## config.mk

```make
export PLATFORM = sky130hd
export DESIGN_NAME = rmf_cell
export DESIGN_NICKNAME = d
export VERILOG_FILES = /design/src/hdl/rmf_pkg.sv /design/src/hdl/rmf_cell.sv
export SDC_FILE = /design/constraint.sdc
export NUM_CORES = 1
export LEC_CHECK = 0
export ABC_AREA = 1
export ABC_CLOCK_PERIOD_IN_PS = 1910
export BUFFER_PORTS_ARGS = -buffer_cell sky130_fd_sc_hd__buf_2
export CAP_MARGIN = 30
export CORE_ASPECT_RATIO = 1.4
export CORE_MARGIN = 5
export CORE_UTILIZATION = 41
export CTS_CLUSTER_DIAMETER = 50
export DETAILED_ROUTE_END_ITERATION = 6
export HOLD_SLACK_MARGIN = 0.03
export PLACE_DENSITY = 0.75
export SYNTH_ARGS = -nofsm -noshare
export SYNTH_HDL_FRONTEND = slang
export SYNTH_SLANG_ARGS = --single-unit
```

## constraint.sdc

```tcl
create_clock -name clock -period 1.91 [get_ports clock]
set_input_delay 0.0955 -clock clock [delete_from_list [all_inputs] [get_ports clock]]
set_output_delay 0.0955 -clock clock [all_outputs]
set_load 0.02 [all_outputs]
```

## src/hdl/rmf_pkg.sv

```systemverilog
// ----------------------------------------------------------------------------
// RGB median filter package
// Payload types, cell link type, sequencer states and register map.
// ----------------------------------------------------------------------------
package rmf_pkg;

   // input transfer payload
   typedef struct packed {
      logic       command;
      logic [7:0] in_blue;
      logic [7:0] in_green;
      logic [7:0] in_red;
   } req_payload_type;

   // result transfer payload
   typedef struct packed {
      logic [7:0] out_blue;
      logic [7:0] out_green;
      logic [7:0] out_red;
      logic       frame_last;
   } rsp_payload_type;

   // one pixel, blue in the low byte
   localparam int PIX_W   = 24;
   localparam int LANES   = 3;
   localparam int SAMPLE_W = 8;

   // item command codes
   localparam logic CMD_PIXEL = 1'b0;
   localparam logic CMD_DRAIN = 1'b1;

   // register map
   localparam int          ADDR_W       = 4;
   localparam logic [1:0]  REG_WIDTH    = 2'd0;
   localparam logic [1:0]  REG_HEIGHT   = 2'd1;
   localparam logic [1:0]  REG_WINDOW   = 2'd2;
   localparam logic [10:0] WIDTH_RESET  = 11'd640;
   localparam logic [10:0] HEIGHT_RESET = 11'd480;
   localparam logic [2:0]  WINDOW_RESET = 3'd3;

   // link handed from one sort cell to the next
   typedef struct packed {
      logic [LANES-1:0] lt;
      logic [LANES-1:0] valid;
      logic [PIX_W-1:0] value;
   } cell_link_type;

   typedef enum logic [1:0] {
      ST_IDLE,
      ST_GATHER,
      ST_SETTLE,
      ST_DONE
   } seq_state_type;

endpackage

```

## src/hdl/rmf_cell.sv

```systemverilog
// ----------------------------------------------------------------------------
// Sort cell
// One slot of an insertion chain, three independent byte lanes.
// ----------------------------------------------------------------------------
module rmf_cell (
   input  logic                         clock,
   input  logic                         clear,
   input  logic                         ins_en,
   input  logic [rmf_pkg::PIX_W-1:0]    ins_value,
   input  rmf_pkg::cell_link_type       prev,
   output rmf_pkg::cell_link_type       link
);

   logic [rmf_pkg::PIX_W-1:0] value_ff, value_in;
   logic [rmf_pkg::LANES-1:0] valid_ff, valid_in;
   logic [rmf_pkg::LANES-1:0] lt;

   // compare the broadcast sample with the held one, empty slot counts as top
   always_comb begin
      for (int c = 0; c < rmf_pkg::LANES; c++) begin
         lt[c] = !valid_ff[c] ||
                 (ins_value[c*rmf_pkg::SAMPLE_W +: rmf_pkg::SAMPLE_W] <
                  value_ff[c*rmf_pkg::SAMPLE_W +: rmf_pkg::SAMPLE_W]);
      end
   end

   // clear the slot, take from the neighbor, take the new sample, or hold
   always_comb begin
      value_in = value_ff;
      valid_in = valid_ff;
      if (clear) begin
         valid_in = '0;
      end else if (ins_en) begin
         for (int c = 0; c < rmf_pkg::LANES; c++) begin
            if (lt[c]) begin
               if (prev.lt[c]) begin
                  value_in[c*rmf_pkg::SAMPLE_W +: rmf_pkg::SAMPLE_W] =
                     prev.value[c*rmf_pkg::SAMPLE_W +: rmf_pkg::SAMPLE_W];
                  valid_in[c] = prev.valid[c];
               end else begin
                  value_in[c*rmf_pkg::SAMPLE_W +: rmf_pkg::SAMPLE_W] =
                     ins_value[c*rmf_pkg::SAMPLE_W +: rmf_pkg::SAMPLE_W];
                  valid_in[c] = 1'b1;
               end
            end
         end
      end
   end

   always_ff @(posedge clock) begin
      value_ff <= value_in;
      valid_ff <= valid_in;
   end

   assign link.lt    = lt;
   assign link.valid = valid_ff;
   assign link.value = value_ff;

endmodule
```

==> run_results.csv, run 1 <==
group,metric,value,unit
timing,slew_viol_final,0,
global_route,grt_util_met1,16.0,%
pwr,total_leakage_power,1.33,nW
die,die_width,65.3,um
detailed_routing,first_iter_violations,45,
pwr,power.switching_fraction,29.4,%
die,starting_density,41.8,%
place,gp_congestion,0.812,
timing,final_period_minus_worst_setup_slack,1.77,ns
global_route,grt_pass1_wl,6.74,mm
cts,cts_max_path_buffers,2,
pwr,clock_power_share,24.1,%
logic_synthesis,yosysTopAreaCell,"sky130_fd_sc_hd__edfxtp_1",
place,detailedPlacementHpwl,3.58,mm
critical_path,cpMaxStageDelayCell,"sky130_fd_sc_hd__edfxtp_1",
logic_synthesis,synth_nets,304,
logic_synthesis,cell_count_after_synthesis,226,
global_route,grt.total_usage,15.2,%
cts,numClockSinks,27,
worst_hold_path,timing.hold.worst.class,"input pin to register",
timing,skew,0.00227,ns
timing,timing.slew.headroom,83.3,%
logic_synthesis,synth_top_cell_area_share,41.0,%
logic_synthesis,synth_flop_cell,"sky130_fd_sc_hd__edfxtp_1",
critical_path,worst_ep_required_time,1.88,ns
timing,rsz0062_at_grt,"no",
critical_path,crit_arrival,1.73,ns
detailed_routing,totalWireLength,4.12,mm
place,io_buffer_count,86,
timing,report.final.hold_viol_count,0,
global_route,grt-ovfl-total,0,
die,dieArea,5710,um^2
critical_path,timing.critical_path.cells,"inv_1, ha_1, a21oi_2, o21a_1, nand2_1, nand2_2, nand2_2, nor2_4",
global_route,grtUsageMet3,2.71,%
critical_path,worst_path_largest_cell_delay,0.40,ns
pwr,cellPowerDensity,597,nW/um^2
pwr,combinationalPowerShare,25.2,%
timing,report.final.setup_viol,0,
global_route,grt_start_max_net_pins,17,
cts,postCtsHoldBufs,0,
cts,htree_levels,1,
finish,finalNetCount,392,
logic_synthesis,yosysWarningCount,0,
pwr,netSwitchingPower,406,uW
logic_synthesis,ys_top_cells_by_count,"sky130_fd_sc_hd__nand2_1 (102), sky130_fd_sc_hd__inv_1 (36), sky130_fd_sc_hd__edfxtp_1 (24)",
global_route,grt_most_used_layer,"met2",
finish,insertedDiodeCount,0,
detailed_routing,drtAntennaViolNets,0,
global_route,met2_usage,28.9,%
cts,cts.root.buffer_cell,"sky130_fd_sc_hd__clkbuf_8",
critical_path,crit_type,"register to register",
status,result_of_the_run,"completed",
critical_path,setup.worst_path.start_class,"register",
cts,clock_tree_from_tritoncts,"built",
critical_path,setup.reg_to_reg.worst_slack,0.14,ns
die,rows,28,
cts,worst_skew_pair_latency,0.28,ns
finish,drive_above_1_share,31.6,%
die,core,4200,um^2
logic_synthesis,yosys-top-cells-area,"sky130_fd_sc_hd__edfxtp_1 (41%), sky130_fd_sc_hd__nand2_1 (22%), sky130_fd_sc_hd__ha_1 (15%)",
pwr,power.internal,975,uW
place,placed_cells,354,
detailed_routing,drc_errors,0,
global_route,first_global_vias,1610,
global_route,antenna_violations_before_repair,0,
timing,fmax,566,MHz
critical_path,endpoint_kind,"register",
critical_path,critical_path_peak_fanout,8,
finish,layoutNonFillerInstCount,358,
finish,flow.area_growth_from_synthesis,31.7,%
critical_path,worst_path_most_repeated_cell,"sky130_fd_sc_hd__nand2_2",
job,maxCapViolCount,0,
logic_synthesis,syn_area,1760,um^2
detailed_routing,route.detailed.wl_per_inst,11.5,um
timing,final.setup.tns,0,ns
logic_synthesis,yosysSeqAreaShare,44.4,%
logic_synthesis,synth-seq-cells,27,
pwr,sequentialPowerShare,50.8,%
logic_synthesis,post_synth.cell_area_avg,7.77,um^2
detailed_routing,num_vias,1651,
detailed_routing,detail_route.vias_per_cell,4.61,
logic_synthesis,synth.lib_cells_used.distinct,13,
timing,worst_pin_slew,0.250,ns
die,die_y,87.5,um
cts,cts_buffers,3,
detailed_routing,drt_pre_antenna_iters,4,
die,floorplan.io_pins,87,
logic_synthesis,synth-edff-count,24,
logic_synthesis,yosys.cell_count.top_type,"sky130_fd_sc_hd__nand2_1",
logic_synthesis,async_flop_share,0,%
pwr,ir_drop,0.399,mV
timing,layout_worst_path_cycle_share,92.5,%
cts,clk_pin_slew_worst_paths,0.09,ns
through the flow:
step	utilization, %	setup slack (ns)	hold slack (ns)	total power [mW]	instance area (um^2)
2_1_floorplan	-	0.0237	0.244	0.920	1760
3_3_place_gp	53.5	0.0887	0.363	1.05	2250
3_5_place_dp	53.5	-0.0135	0.367	1.06	2250
4_1_cts	54.8	0.0742	0.0778	1.39	2300
6_report	55.0	0.144	0.0793	1.38	2310
5_1_grt	55.0	0.0109	0.0916	1.46	2310
flip-flops by register name, summed over array words and instances, names as in the netlist:
register / cells
valid_ff: 3
value_ff: 24
power groups by stage:
stage               Combinational, mW  Sequential [mW]  Clock (mW)
floorplan                       0.166            0.753           0
global placement                0.339            0.715           0
detailed placement              0.347            0.715           0
CTS                             0.350            0.702       0.343
global route                    0.400            0.706       0.357
finish                          0.347            0.701       0.332
layout make-up:
type	count	area (um^2)
Timing Repair Buffer	87	450
Inverter	36	135
Fill cell	410	1890
Clock inverter	1	7.51
Clock buffer	3	41.3
Tap cell	45	56.3
Sequential cell	27	781
Multi-Input combinational cell	159	842
worst max-delay path: cells and delay by family, from the launching register on:
family,cells,cell delay [ns]
AND/OR/NAND/NOR,4,0.45
adder cells (fa/ha/maj),1,0.24
buffers and inverters,1,0.08
flip-flops,1,0.40
AO/OA/AOI/OAI,2,0.28
logic make-up (layout without fill, tap and decap cells):
family | Yosys count | after routing | synth area share (%)
buffers and inverters | 40 | 127 | 8.97
DFF | 27 | 27 | 44.4
AOI/OAI and AO/OA | 15 | 15 | 4.70
adders and majority gates | 21 | 21 | 15.0
and+or+nand+nor | 123 | 123 | 26.9
worst paths after layout:
path                                                from                       end  depth (start not counted)
worst max-delay path              value_ff[13]$_DFFE_PP_    value_ff[15]$_DFFE_PP_                          8
worst min register to register  valid_ff[1]$_SDFFE_PP0P_  valid_ff[1]$_SDFFE_PP0P_                          4
worst max register to register    value_ff[13]$_DFFE_PP_    value_ff[15]$_DFFE_PP_                          8
worst min-delay path                            prev[20]    value_ff[20]$_DFFE_PP_                          3
routing by layer:
layer,routed length [um],vias up
met1,1520,720
met3,276,6
met4,65,0
met5,0,-
met2,2260,46
li1,-,879
placed cells by master, fill, tap and decap left out, drive strengths merged:
cell and instances:
a21oi 9, edfxtp 24, ha 21, nand2 105, clkbuf 3, o21a 3
dfxtp 3, buf 87, nand3 3, nor2 15, o21ai 3, inv 36
clkinvlp 1
timing repair:
action,4_1_cts,5_1_grt
endpoints found under the setup margin,8,16
endpoints found under the hold margin,0,0
pin swaps,0,1
buffers inserted,0,0
resized for setup,1,3
Power figures use the tool's default switching activity.
==> run 2, diff against run 1 <==
--- a/config.mk
+++ b/config.mk
@@ -11,11 +11,11 @@
 export CAP_MARGIN = 30
 export CORE_ASPECT_RATIO = 1.4
 export CORE_MARGIN = 5
-export CORE_UTILIZATION = 41
+export CORE_UTILIZATION = 35
 export CTS_CLUSTER_DIAMETER = 50
 export DETAILED_ROUTE_END_ITERATION = 6
 export HOLD_SLACK_MARGIN = 0.03
-export PLACE_DENSITY = 0.75
+export PLACE_DENSITY = 0.66
 export SYNTH_ARGS = -nofsm -noshare
 export SYNTH_HDL_FRONTEND = slang
 export SYNTH_SLANG_ARGS = --single-unit
==> run 2 against run 1 <==
  * Critical endpoint is now value_ff[2]$_DFFE_PP_
  * Worst setup slack improved by 0.062 ns
  * Combinational power is 2% lower
  * Sequential power about the same
  * Largest power group unchanged
==> run_results.csv, run 2 (synthesis gave the netlist of run 1 again) <==
group,metric,value,unit
status,result_of_the_run,"completed",
global_route,grt_start_max_net_pins,18,
timing,layout_worst_path_cycle_share,89.2,%
finish,top_register,"value_ff",
critical_path,setup.worst_path.start_class,"register",
die,die_width,69.9,um
pwr,power,1.38,mW
finish,reg_top3,"value_ff: 24 flops, valid_ff: 3 flops",
finish,flow.area_growth_from_synthesis,32.3,%
place,detailedPlacementHpwl,3.52,mm
timing,fmax,587,MHz
global_route,antenna_violations_before_repair,0,
global_route,grt.total_usage,12.2,%
cts,cts_max_path_buffers,2,
pwr,ir_drop,0.329,mV
pwr,total_leakage_power,1.33,nW
finish,most_common_cell_after_layout_fill_and_taps_aside,"sky130_fd_sc_hd__nand2_1",
job,maxCapViolCount,0,
die,floorplan.io_pins,87,
cts,clock_tree_from_tritoncts,"built",
die,core,4880,um^2
finish,finalNetCount,394,
detailed_routing,num_vias,1635,
die,die_y,93.8,um
timing,report.final.hold_viol_count,0,
critical_path,worst_ep_required_time,1.90,ns
die,starting_density,36.0,%
timing,worst_pin_slew,0.262,ns
timing,timing.slew.headroom,82.5,%
die,dieArea,6560,um^2
detailed_routing,totalWireLength,4.08,mm
worst_hold_path,holdPathStages,3,
detailed_routing,first_iter_violations,48,
finish,mostFrequentLayoutCells,"sky130_fd_sc_hd__nand2_1 (102), sky130_fd_sc_hd__buf_2 (86), sky130_fd_sc_hd__inv_1 (36)",
timing,final_period_minus_worst_setup_slack,1.70,ns
cts,htree_levels,1,
timing,rsz0062_at_grt,"no",
critical_path,endpoint_kind,"register",
global_route,grt_pass1_wl,6.57,mm
critical_path,crit_arrival,1.69,ns
critical_path,crit_type,"register to register",
cts,clk_pin_slew_worst_paths,0.10,ns
timing,report.final.setup_viol,0,
critical_path,r2r_end,"value_ff[2]$_DFFE_PP_",
detailed_routing,drt_pre_antenna_iters,4,
timing,final.setup.tns,0,ns
cts,worst_skew_pair_latency,0.27,ns
cts,cts.repair_timing.setup_buffer_count,0,
finish,drive_above_1_share,31.4,%
cts,numClockSinks,27,
detailed_routing,drtAntennaViolNets,0,
worst_hold_path,min_from,"prev[17]",
worst_hold_path,min_delay_worst_endpoint,"value_ff[17]$_DFFE_PP_",
place,gp_congestion,0.813,
finish,insertedDiodeCount,0,
critical_path,timing.reg2reg.worst_path_depth,10,
finish,final_core_utilization,47.6,%
critical_path,worstReg2RegStart,"value_ff[3]$_DFFE_PP_",
detailed_routing,drc_errors,0,
place,io_buffer_count,86,
global_route,grt-ovfl-total,0,
cts,cts_repair_resize_count,0,
critical_path,setup.reg_to_reg.worst_slack,0.21,ns
global_route,first_global_vias,1555,
timing,slew_viol_final,0,
critical_path,critical_path_peak_fanout,8,
cts,cts.root.buffer_cell,"sky130_fd_sc_hd__clkbuf_8",
cts,cts_buffers,3,
timing,skew,0.00995,ns
die,rows,30,
cts,postCtsHoldBufs,0,
detailed_routing,detail_route.vias_per_cell,4.31,
finish,largest_register_ffs,24,
pwr,cellPowerDensity,594,nW/um^2
worst_hold_path,timing.hold.worst.class,"input pin to register",
detailed_routing,route.detailed.wl_per_inst,10.8,um
run 2: changes by cell type in the layout (fill, tap and decap cells not counted), sizes merged:
cell	before	now
clkinvlp	1	0
inv	36	37
buf	87	89
run 2: layout make-up:
cell class / count / area, um^2
inverters: 36 / 135
repair buffers: 89 / 453
flip-flops and latches: 27 / 781
clock inverters: 1 / 8.76
well taps: 64 / 80.1
clock buffers: 3 / 41.3
fillers: 519 / 2550
multi-input cells: 159 / 826
run 2: worst max-delay path: stages, from the launching register on:
cell	delay [ns]
sky130_fd_sc_hd__edfxtp_1	0.41
sky130_fd_sc_hd__inv_1	0.07
sky130_fd_sc_hd__ha_1	0.23
sky130_fd_sc_hd__a21oi_1	0.15
sky130_fd_sc_hd__nand2_1	0.07
sky130_fd_sc_hd__nand2_1	0.06
sky130_fd_sc_hd__nand2_1	0.06
sky130_fd_sc_hd__nand2_2	0.07
sky130_fd_sc_hd__nand2_1	0.06
sky130_fd_sc_hd__nor2_2	0.07
sky130_fd_sc_hd__buf_4	0.17
run 2: how the worst max path moves through the flow:
stage                            from                endpoint  slack [ns]
4_1_cts        value_ff[21]$_DFFE_PP_  value_ff[17]$_DFFE_PP_        0.19
3_3_place_gp   value_ff[21]$_DFFE_PP_  value_ff[16]$_DFFE_PP_        0.22
3_5_place_dp   value_ff[21]$_DFFE_PP_  value_ff[21]$_DFFE_PP_        0.21
6_report        value_ff[3]$_DFFE_PP_   value_ff[2]$_DFFE_PP_        0.21
5_1_grt        value_ff[21]$_DFFE_PP_  value_ff[23]$_DFFE_PP_        0.08
2_1_floorplan   value_ff[7]$_DFFE_PP_   value_ff[0]$_DFFE_PP_        0.02
run 2: per-layer routing:
| metal | vias to the layer above | global-route usage [%] | wire length [um] |
|---|---|---|---|
| li1 | 881 | - | - |
| met1 | 712 | 12.8 | 1620 |
| met2 | 40 | 24.1 | 2200 |
| met3 | 2 | 2.57 | 223 |
| met4 | 0 | 3.51 | 39 |
| met5 | - | 0 | 0 |
run 2: per-stage QoR:
stage | hold WS [ns] | setup slack (ns) | cells | cell area [um^2]
6_report | 0.0807 | 0.206 | 379 | 2320
5_1_grt | 0.0864 | 0.0831 | 379 | 2320
4_1_cts | 0.0727 | 0.190 | 379 | 2320
3_5_place_dp | 0.368 | 0.207 | 375 | 2270
3_3_place_gp | 0.362 | 0.219 | 375 | 2270
2_1_floorplan | 0.244 | 0.0237 | 226 | 1760
run 2: where the power goes:
part | total, mW | switching [mW] | internal (mW) | leakage (nW)
registers | 0.701 | 0.0164 | 0.684 | 0.251
logic | 0.340 | 0.200 | 0.140 | 1.06
clock network | 0.340 | 0.187 | 0.153 | 0.0261
total | 1.38 | 0.404 | 0.977 | 1.33
